[config.mk]
export PLATFORM = sky130hd
export DESIGN_NAME = srgbe_merge_flat
export DESIGN_NICKNAME = d
export VERILOG_FILES = /design/src/hdl/srgbe_pkg.sv /design/src/hdl/srgbe_ifs.sv /design/src/hdl/srgbe_merge.sv /design/src/flat_wrapper.sv
export VERILOG_INCLUDE_DIRS = /design/src /design/src/hdl
export SDC_FILE = /design/constraint.sdc
export NUM_CORES = 1
export LEC_CHECK = 0
export BUFFER_PORTS_ARGS = -buffer_cell sky130_fd_sc_hd__buf_2
export CORE_ASPECT_RATIO = 0.7
export CORE_MARGIN = 5
export CORE_UTILIZATION = 55
export CTS_BUF_LIST = sky130_fd_sc_hd__clkbuf_4 sky130_fd_sc_hd__clkbuf_8
export CTS_CLUSTER_DIAMETER = 200
export DETAILED_ROUTE_END_ITERATION = 10
export GPL_ROUTABILITY_DRIVEN = 1
export PLACE_DENSITY_LB_ADDON = 0.12
export SYNTH_ARGS = -nofsm -noshare
export SYNTH_HDL_FRONTEND = slang
export SYNTH_SLANG_ARGS = --single-unit
[constraint.sdc]
create_clock -name clock -period 5.3 [get_ports clock]
set_input_delay 0.53 -clock clock [delete_from_list [all_inputs] [get_ports clock]]
set_output_delay 0.53 -clock clock [all_outputs]
set_load 0.03 [all_outputs]
[src/hdl/assert_macros.svh]
// Assertion macros used by the sRGB encoder RTL.
`ifndef ASSERT_MACROS_SVH
`define ASSERT_MACROS_SVH

// Check the consequent in the same cycle as the antecedent.
`define SRGBE_ASSERT_NOW(lbl, clk, rst, ante, cons) \
   lbl: assert property (@(posedge clk) disable iff (rst) (ante) |-> (cons)) \
      else $error("srgbe assertion failed");

// Check the consequent in the cycle after the antecedent.
`define SRGBE_ASSERT_NEXT(lbl, clk, rst, ante, cons) \
   lbl: assert property (@(posedge clk) disable iff (rst) (ante) |=> (cons)) \
      else $error("srgbe assertion failed");

`endif

[src/hdl/srgbe_pkg.sv]
// Types, constants and helper functions for the sRGB encoder.
`default_nettype none

package srgbe_pkg;

   localparam int unsigned FP_W    = 32;
   localparam int unsigned Q_FRAC  = 24;
   localparam int unsigned Q_W     = Q_FRAC + 1;
   localparam int unsigned CODE_W  = 8;

   localparam logic [Q_W-1:0]    ONE_Q24    = Q_W'(1) << Q_FRAC;
   localparam logic [Q_W-1:0]    THRESH_Q24 = Q_W'(52526);
   localparam logic [CODE_W-1:0] CODE_MAX   = CODE_W'(255);

   localparam int unsigned    LIN_STEPS  = 10;
   localparam int unsigned    LIN_CODE_W = 4;
   localparam longint unsigned LIN_MUL   = 64'd32946;
   localparam longint unsigned LIN_HALF  = 64'd83886080;

   localparam int unsigned SQRT_IN_W   = 2 * Q_FRAC + 1;
   localparam int unsigned SQRT_ACC_W  = SQRT_IN_W + 1;
   localparam int unsigned SQRT_OUT_W  = Q_W;
   localparam int unsigned SQRT_STAGES = Q_FRAC + 1;

   localparam int unsigned CBRT_IN_W   = 2 * Q_FRAC + 1;
   localparam int unsigned CBRT_OUT_W  = 17;
   localparam int unsigned CBRT_STAGES = CBRT_OUT_W;
   localparam int unsigned CBRT_SQ_W   = 35;
   localparam int unsigned CBRT_CMP_W  = 52;

   localparam int unsigned     NUM_W       = 36;
   localparam logic [NUM_W-1:0] POW_GAIN   = NUM_W'(269122);
   localparam logic [NUM_W-1:0] POW_OFFSET = NUM_W'(888012800);
   localparam int unsigned     V_LSB       = 16;
   localparam int unsigned     V_W         = 18;
   localparam int unsigned     RECIP_W     = 19;
   localparam int unsigned     M_W         = V_W + RECIP_W;
   localparam logic [M_W-1:0]  RECIP_1000  = M_W'(268436);
   localparam int unsigned     RECIP_SHIFT = 28;

   localparam int unsigned       ALPHA_W    = Q_W + CODE_W;
   localparam logic [ALPHA_W-1:0] ALPHA_HALF = ALPHA_W'(1) << (Q_FRAC - 1);

   localparam int unsigned LANE_XDLY     = 2 * SQRT_STAGES;
   localparam int unsigned LANE_DEPTH    = 2 * SQRT_STAGES + CBRT_STAGES + 6;
   localparam int unsigned LANE_SIDE_LEN = LANE_DEPTH - 2;

   typedef struct packed {
      logic                  low;
      logic [LIN_CODE_W-1:0] lin_code;
   } srgbe_side_type;

   typedef struct packed {
      logic [CODE_W-1:0] red;
      logic [CODE_W-1:0] green;
      logic [CODE_W-1:0] blue;
      logic [CODE_W-1:0] alpha;
   } srgbe_pixel_type;

   function automatic logic [Q_W-1:0] clamp_q24(input logic [FP_W-1:0] f);
      logic       sign;
      logic [7:0] ex;
      logic [22:0] man;
      logic [7:0] sh;
      logic [Q_W-1:0] x;
      sign = f[31];
      ex   = f[30:23];
      man  = f[22:0];
      sh   = 8'd126 - ex;
      if (ex == 8'hFF && man != '0) begin
         x = '0;
      end else if (sign) begin
         x = '0;
      end else if (ex >= 8'd127) begin
         x = ONE_Q24;
      end else if (ex == 8'd0) begin
         x = '0;
      end else if (sh > 8'd23) begin
         x = '0;
      end else begin
         x = {1'b0, {1'b1, man} >> sh[4:0]};
      end
      return x;
   endfunction

   function automatic logic [Q_W-1:0] lin_step_x(input int unsigned k);
      return Q_W'((64'(2 * k - 1) * LIN_HALF + LIN_MUL - 64'd1) / LIN_MUL);
   endfunction

endpackage

`default_nettype wire

[src/hdl/srgbe_ifs.sv]
// Request and response channel interfaces of the sRGB encoder.
`default_nettype none


interface srgbe_rsp_if;
   logic                          valid;
   logic                          ready;
   logic [srgbe_pkg::CODE_W-1:0]  red_code;
   logic [srgbe_pkg::CODE_W-1:0]  green_code;
   logic [srgbe_pkg::CODE_W-1:0]  blue_code;
   logic [srgbe_pkg::CODE_W-1:0]  alpha_code;

   modport source (output valid, output red_code, output green_code,
                   output blue_code, output alpha_code, input ready);
   modport sink   (input valid, input red_code, input green_code,
                   input blue_code, input alpha_code, output ready);
endinterface

`default_nettype wire

[src/hdl/srgbe_merge.sv]
// Merge stage: packs the lane codes into one transaction, output register plus skid.
`default_nettype none

`include "assert_macros.svh"

module srgbe_merge (
   input  wire logic                       clock,
   input  wire logic                       reset,
   input  wire logic                       push,
   input  wire srgbe_pkg::srgbe_pixel_type pixel_in,
   output logic                            skid_full,
   srgbe_rsp_if.source                     rsp_bus
);

   srgbe_pkg::srgbe_pixel_type out_ff;
   srgbe_pkg::srgbe_pixel_type skid_ff;
   logic                       out_vld_ff;
   logic                       out_vld_in;
   logic                       skid_vld_ff;
   logic                       skid_vld_in;
   logic                       take;

   assign take = out_vld_ff && rsp_bus.ready;

   always_comb begin
      out_vld_in  = out_vld_ff;
      skid_vld_in = skid_vld_ff;
      if (!out_vld_ff || take) begin
         if (skid_vld_ff) begin
            out_vld_in  = 1'b1;
            skid_vld_in = 1'b0;
         end else begin
            out_vld_in = push;
         end
      end else if (push) begin
         skid_vld_in = 1'b1;
      end
   end

   always_ff @(posedge clock) begin
      if (reset) begin
         out_vld_ff  <= 1'b0;
         skid_vld_ff <= 1'b0;
      end else begin
         out_vld_ff  <= out_vld_in;
         skid_vld_ff <= skid_vld_in;
      end
   end

   always_ff @(posedge clock) begin
      if (!out_vld_ff || take) begin
         out_ff <= skid_vld_ff ? skid_ff : pixel_in;
      end else if (push) begin
         skid_ff <= pixel_in;
      end
   end

   assign skid_full          = skid_vld_ff;
   assign rsp_bus.valid      = out_vld_ff;
   assign rsp_bus.red_code   = out_ff.red;
   assign rsp_bus.green_code = out_ff.green;
   assign rsp_bus.blue_code  = out_ff.blue;
   assign rsp_bus.alpha_code = out_ff.alpha;

   `SRGBE_ASSERT_NOW(a_skid_needs_out, clock, reset, skid_vld_ff, out_vld_ff)
   `SRGBE_ASSERT_NOW(a_no_push_into_full, clock, reset, push, !skid_vld_ff)
   `SRGBE_ASSERT_NEXT(a_skid_drains, clock, reset, skid_vld_ff && take, out_vld_ff && !skid_vld_ff)

endmodule

`default_nettype wire
[src/flat_wrapper.sv]
// flat-port wrapper written by rule: the top's interface ports become plain ports
module srgbe_merge_flat 
  (clock, reset, push, pixel_in, skid_full, rsp_bus_valid, rsp_bus_red_code, rsp_bus_green_code, rsp_bus_blue_code, rsp_bus_alpha_code, rsp_bus_ready);
  srgbe_rsp_if rsp_bus_i ();
  input  wire logic clock;
  input  wire logic reset;
  input  wire logic push;
  input  wire srgbe_pkg::srgbe_pixel_type pixel_in;
  output logic skid_full;
  output wire logic [$bits(rsp_bus_i.valid)-1:0] rsp_bus_valid;
  output wire logic [$bits(rsp_bus_i.red_code)-1:0] rsp_bus_red_code;
  output wire logic [$bits(rsp_bus_i.green_code)-1:0] rsp_bus_green_code;
  output wire logic [$bits(rsp_bus_i.blue_code)-1:0] rsp_bus_blue_code;
  output wire logic [$bits(rsp_bus_i.alpha_code)-1:0] rsp_bus_alpha_code;
  input wire logic [$bits(rsp_bus_i.ready)-1:0] rsp_bus_ready;
  assign rsp_bus_valid = rsp_bus_i.valid;
  assign rsp_bus_red_code = rsp_bus_i.red_code;
  assign rsp_bus_green_code = rsp_bus_i.green_code;
  assign rsp_bus_blue_code = rsp_bus_i.blue_code;
  assign rsp_bus_alpha_code = rsp_bus_i.alpha_code;
  assign rsp_bus_i.ready = rsp_bus_ready;
  srgbe_merge u_core (.clock(clock), .reset(reset), .push(push), .pixel_in(pixel_in), .skid_full(skid_full), .rsp_bus(rsp_bus_i));
endmodule
==> results of run 1 <==
-- cells by family after synthesis --
family | count (synthesis) | share of synthesized area
AO/OA/AOI/OAI | 1 | 0.00198
flip-flops | 66 | 0.775
AND/OR/NAND/NOR | 4 | 0.00742
multiplexers | 32 | 0.185
buffers and inverters | 5 | 0.0297
-- synthesized netlist by cell type --
cell type and count:
sky130_fd_sc_hd__edfxtp_1 64, sky130_fd_sc_hd__mux2_4 29, sky130_fd_sc_hd__buf_12 3, sky130_fd_sc_hd__mux2_2 3
sky130_fd_sc_hd__dfxtp_1 2, sky130_fd_sc_hd__nor2_1 2, sky130_fd_sc_hd__a21oi_1 1, sky130_fd_sc_hd__buf_6 1
sky130_fd_sc_hd__inv_1 1, sky130_fd_sc_hd__nand2b_1 1, sky130_fd_sc_hd__nor3_1 1
-- sequential cells by signal, summed over array words and instances, names as in the netlist --
signal / flops
u_core.rsp_bus.alpha_code: 8
u_core.skid_ff: 32
u_core.rsp_bus.green_code: 8
u_core.rsp_bus.blue_code: 8
u_core.rsp_bus.valid: 1
u_core.rsp_bus.red_code: 8
u_core.skid_full: 1
-- worst register-to-register path, stage by stage, from the launching register on --
cell                       delay, ns
sky130_fd_sc_hd__dfxtp_1        0.34
sky130_fd_sc_hd__nand2b_2       0.47
sky130_fd_sc_hd__nor2_4         0.90
-- metrics by stage --
| step | setup slack [ns] | cell area (um^2) |
|---|---|---|
| finish | 3.06 | 3070 |
| global route | 2.95 | 3070 |
| CTS | 3.00 | 3070 |
| detailed placement | 2.71 | 2880 |
| global placement | 2.77 | 2880 |
| floorplan | 2.03 | 2530 |
-- how the worst min path moves through the flow --
stage / from / endpoint / slack, ns / cells after the start
6_report: pixel_in[29] / u_core.skid_ff[29] / 0.39 / 1
5_1_grt: pixel_in[29] / u_core.skid_ff[29] / 0.36 / 1
4_1_cts: pixel_in[29] / u_core.skid_ff[29] / 0.37 / 1
3_5_place_dp: u_core.skid_ff[25] / u_core.rsp_bus.red_code[1] / 0.54 / 1
3_3_place_gp: u_core.skid_ff[23] / u_core.rsp_bus.green_code[7] / 0.53 / 1
2_1_floorplan: u_core.skid_ff[28] / u_core.rsp_bus.red_code[4] / 0.52 / 1
-- per-layer routing --
| metal | share of wire | vias up | global-route usage |
|---|---|---|---|
| met2 | 0.50 | 44 | 0.228 |
| met3 | 0.080 | 5 | 0.0745 |
| met5 | 0 | - | 0 |
| met1 | 0.42 | 574 | 0.154 |
| li1 | - | 573 | - |
| met4 | 0.0048 | 0 | 0.0495 |
-- power breakdown --
part | switching (mW) | internal [mW]
clock network | 0.169 | 0.222
registers | 0.00959 | 0.602
logic | 0.0654 | 0.0426
total | 0.244 | 0.867
-- cell type report --
type	count	area, um^2
repair buffers	69	345
clock buffers	11	139
well taps	55	68.8
multi-input cells	37	503
clock inverters	4	43.8
inverters	1	3.75
fillers	306	1340
flip-flops and latches	66	1960
==> metrics.txt, run 1 <==
worst-case clock skew 0.00777 ns; required time of the critical path 4.77 ns; buffers plus inverters on the worst setup path 1; terminus of the critical flop-to-flop path u_core.skid_ff[5]; area share of the largest cell type after synthesis 0.760; synth warn 0; register area share after synthesis 0.775; Post-Place Cells 228; total number of clock tree sinks 66; overall global routing resource usage 0.138; r2r worst-path depth 2; die span in y 66.7 um; post-layout utilization of the core 0.696; wire length of the first global-routing pass 6150 um; initial antenna violation count 0; part of the cycle the worst path needs 0.423; Slew HR 0.289; count of H-tree levels built during CTS 3; max-slew violations 0; startpoint of the most critical setup path u_core.skid_full; logic depth of the worst path, buffers included 1; PortBufs 69; aggregate global routing overflow 0; final cell count without fillers 243; Worst Hold Slack 0.386 ns; number of nets in the layout 220; power density over cell area 362 nW/um^2; clock latency on the worst-skew pair 0.33 ns; category of the critical setup timing path register to primary output; most used cells in the layout excluding fill and tap cells sky130_fd_sc_hd__buf_2, sky130_fd_sc_hd__edfxtp_1, sky130_fd_sc_hd__mux2_4; clock tree from TritonCTS built; synth unique cells 11; number of hold buffers added after cts 0; post_cts resized 0; clock edge transition at the registers on the reported setup and hold paths 0.07 ns; post-synth top area cell sky130_fd_sc_hd__edfxtp_1; Post-Synthesis Net Count 144; DRC violations left 0; buffers from clock root to sink, at most 2; total chip power 1.11 mW; number of setup violations in the final report 0; worst hold path class input port to register; RePlAce Congestion 0.679; worst endpoint data arrival time 1.71 ns; leakage component of the power 1.23 nW; Total Routed Length 3920 um; worst-path fanout max 34; standard-cell rows 20; number of CTS-inserted buffers 9; most common cell after layout, fill and taps aside sky130_fd_sc_hd__buf_2; instance count of the mapped netlist 108; status finished, final reports clean; io pins 70; Worst R2R Start u_core.rsp_bus.valid; pin count of the biggest net entering global routing 36; peak supply drop 0.000248 V; average via count per standard cell 4.92; CORE AREA 4400 um^2; delay contributed by the slowest stage of the critical path 1.03 ns; netlist area before placement 2530 um^2; Chip Width 91.1 um; Syn-to-layout area delta 21.2%; antenna cells 0; cell type of the slowest stage on the worst timing path sky130_fd_sc_hd__dfxtp_2; antenna-violating nets left 0; #FFs+latches synth 66; fraction of layout cells with a size suffix above 1 0.628; clock root cell sky130_fd_sc_hd__clkbuf_8; Setup TNS Final 0 ns; RSZ-0062 raised after global routing false; mean post-synth cell area 23.4 um^2; overall die area 6080 um^2; biggest area contributors in the synthesized netlist sky130_fd_sc_hd__edfxtp_1, sky130_fd_sc_hd__mux2_4, sky130_fd_sc_hd__buf_12; Worst setup SP type register; worst-margin pin slew 1.07 ns; post-CTS setup buffers 0; endpoints failing hold 0; endpoint kind of the worst setup timing path primary output; DR iter-0 viols 63; count of TritonRoute iterations in the first routing pass 6; end point of the critical path skid_full; Tmin final 2.24 ns; via count of the first global-routing pass 1254; maximum capacitance violations 0; routed length per instance 16.1 um; total vias in the final route 1196; effective utilization at floorplan 0.574; delay-heaviest family, CP flip-flops; Highest Clock Rate 0.446 GHz; Cell Chain, Critical Path buf_2; minimum setup slack among reg-to-reg paths 3.21 ns
Power figures use the tool's default switching activity.
==> run 2, diff against run 1 <==
- CORE_UTILIZATION: 55 -> 53
- clock period: 5.3 -> 2.3 ns (I/O delays scaled with it)
==> run 2 against run 1 <==
  * Count of clock-buffer cells in the layout up 2
  * Sequential share of layout area down 0.60 points
  * First-iteration DRC count up 9.5%
  * Combinational power up 140%
  * Die area up 3.3%
==> metrics.txt, run 2 (synthesized netlist as in run 1, its figures left out) <==
total chip power 2.50 mW (+130%); status finished, final reports clean; Hold Path Stages 2 (+1); Total Routed Length 4120 um (+5.0%); wire length on met3 389 um (+25%); number of CTS-inserted buffers 9 (unchanged); total vias in the final route 1244 (+4.0%); multi-input combinational cell area 503 um^2 (unchanged); pin count of the biggest net entering global routing 35 (-2.8%); routed length per instance 16.4 um (+1.6%); count of H-tree levels built during CTS 3 (unchanged); die span in y 67.8 um (+1.6%); sequential standard cell area 1960 um^2 (unchanged); peak supply drop 0.000488 V (+97%); Highest Clock Rate 0.633 GHz; io pins 70 (unchanged); Chip Width 92.6 um (+1.7%); worst-path fanout max 18 (-47%); most common cell after layout, fill and taps aside sky130_fd_sc_hd__buf_2; Tmin final 1.58 ns; maximum capacitance violations 0 (unchanged); PortBufs 69 (unchanged); number of flip-flops under the largest register name 32 (unchanged); total number of clock tree sinks 66 (unchanged); Worst setup SP type register; clock root cell sky130_fd_sc_hd__clkbuf_8; number of setup violations in the final report 0 (unchanged); via count of the first global-routing pass 1278 (+1.9%); fraction of layout cells with a size suffix above 1 0.644 (+0.0167); Slew HR 0.640 (+0.351); DRC violations left 0 (unchanged); worst-case clock skew 0.00849 ns (+0.000715 ns); Syn-to-layout area delta 22.4%; r2r worst-path depth 2 (unchanged); RSZ-0062 raised after global routing false; number of nets in the layout 225 (+2.3%); power density over cell area 808 nW/um^2 (+120%); post-detailed-placement half-perimeter wirelength 2810 um; clock tree from TritonCTS built; endpoint kind of the worst setup timing path register; CORE AREA 4700 um^2 (+6.8%); clock latency on the worst-skew pair 0.34 ns (about the same); worst-margin pin slew 0.540 ns (-0.527 ns); RePlAce Congestion 0.700 (+3.2%); aggregate global routing overflow 0 (unchanged); number of hold buffers added after cts 0 (unchanged); part of the cycle the worst path needs 0.687; most used cells in the layout excluding fill and tap cells sky130_fd_sc_hd__buf_2, sky130_fd_sc_hd__edfxtp_1, sky130_fd_sc_hd__mux2_4; DR iter-0 viols 69 (+9.5%); metal2 WL 1930 um (-1.3%); # fillers 307 (+0.33%); required time of the critical path 2.39 ns (-2.38 ns); post-CTS setup buffers 0 (unchanged); antenna cells 0 (unchanged); buffers from clock root to sink, at most 2 (unchanged); worst endpoint data arrival time 1.67 ns (-0.04 ns); leakage component of the power 1.25 nW (+1.5%); clock edge transition at the registers on the reported setup and hold paths 0.07 ns (about the same); Setup TNS Final 0 ns (unchanged); category of the critical setup timing path register to register; average via count per standard cell 4.96 (+0.70%); endpoints failing hold 0 (unchanged); post-layout utilization of the core 0.658 (-0.0382); effective utilization at floorplan 0.538 (-0.0365); overall die area 6280 um^2 (+3.3%); post-route design area 3100 um^2 (+0.94%); post_cts resized 0 (unchanged); antenna-violating nets left 0 (unchanged); worst hold path class input port to register; initial antenna violation count 0 (unchanged); wire length the detailed router placed on met1 1750 um (+6.9%); standard-cell rows 21 (+5.0%); register with the most flip-flops u_core.skid_ff; count of TritonRoute iterations in the first routing pass 4 (-2); max-slew violations 0 (unchanged); overall global routing resource usage 0.147 (+0.00896); wire length of the first global-routing pass 6560 um (+6.7%); area after detailed placement 2920 um^2 (+1.4%); Worst Hold Slack 0.0570 ns (-0.329 ns); uppermost routed layer met4
-- run 2: changes by cell type in the layout (fill, tap and decap cells not counted), sizes merged --
cell and change:
bufinv -1, clkbuf +2, buf +5, clkinv -1
clkinvlp +1
-- run 2: stage by stage --
step	std cells	setup WS, ns
finish	251	0.719
detailed placement	235	0.696
CTS	251	0.702
global route	251	0.648
global placement	235	0.734
floorplan	108	0.304
-- run 2: final cells by class --
| type | count | share of cell area |
|---|---|---|
| Clock buffer | 13 | 0.0497 |
| Timing Repair Buffer | 74 | 0.124 |
| Tap cell | 57 | 0.0230 |
| Clock inverter | 3 | 0.00566 |
| Inverter | 1 | 0.00121 |
| Sequential cell | 66 | 0.634 |
| Multi-Input combinational cell | 37 | 0.162 |
-- run 2: final timing paths --
kind / slack, ns / to / startpoint
setup / recovery: 0.72 / u_core.rsp_bus.red_code[0] / u_core.skid_full
hold / removal: 0.06 / u_core.rsp_bus.valid / reset
setup reg to reg: 0.72 / u_core.rsp_bus.red_code[0] / u_core.skid_full
hold reg to reg: 0.55 / u_core.rsp_bus.green_code[7] / u_core.skid_ff[23]
-- run 2: report_power, final --
part	internal [mW]	switching (mW)
Combinational	0.101	0.156
Sequential	1.39	0.0171
Clock	0.436	0.405
Total	1.92	0.578
-- run 2: layer usage --
layer / global-route usage / vias to the layer above
met5: 0 / -
met4: 0.0611 / 0
met3: 0.0824 / 5
met2: 0.224 / 50
met1: 0.175 / 601
li1: - / 588
-- run 2: critical path, cell delays in order (launching register included) --
cell and delay (ns):
sky130_fd_sc_hd__dfxtp_2 0.67, sky130_fd_sc_hd__buf_4 0.34, sky130_fd_sc_hd__mux2_4 0.32
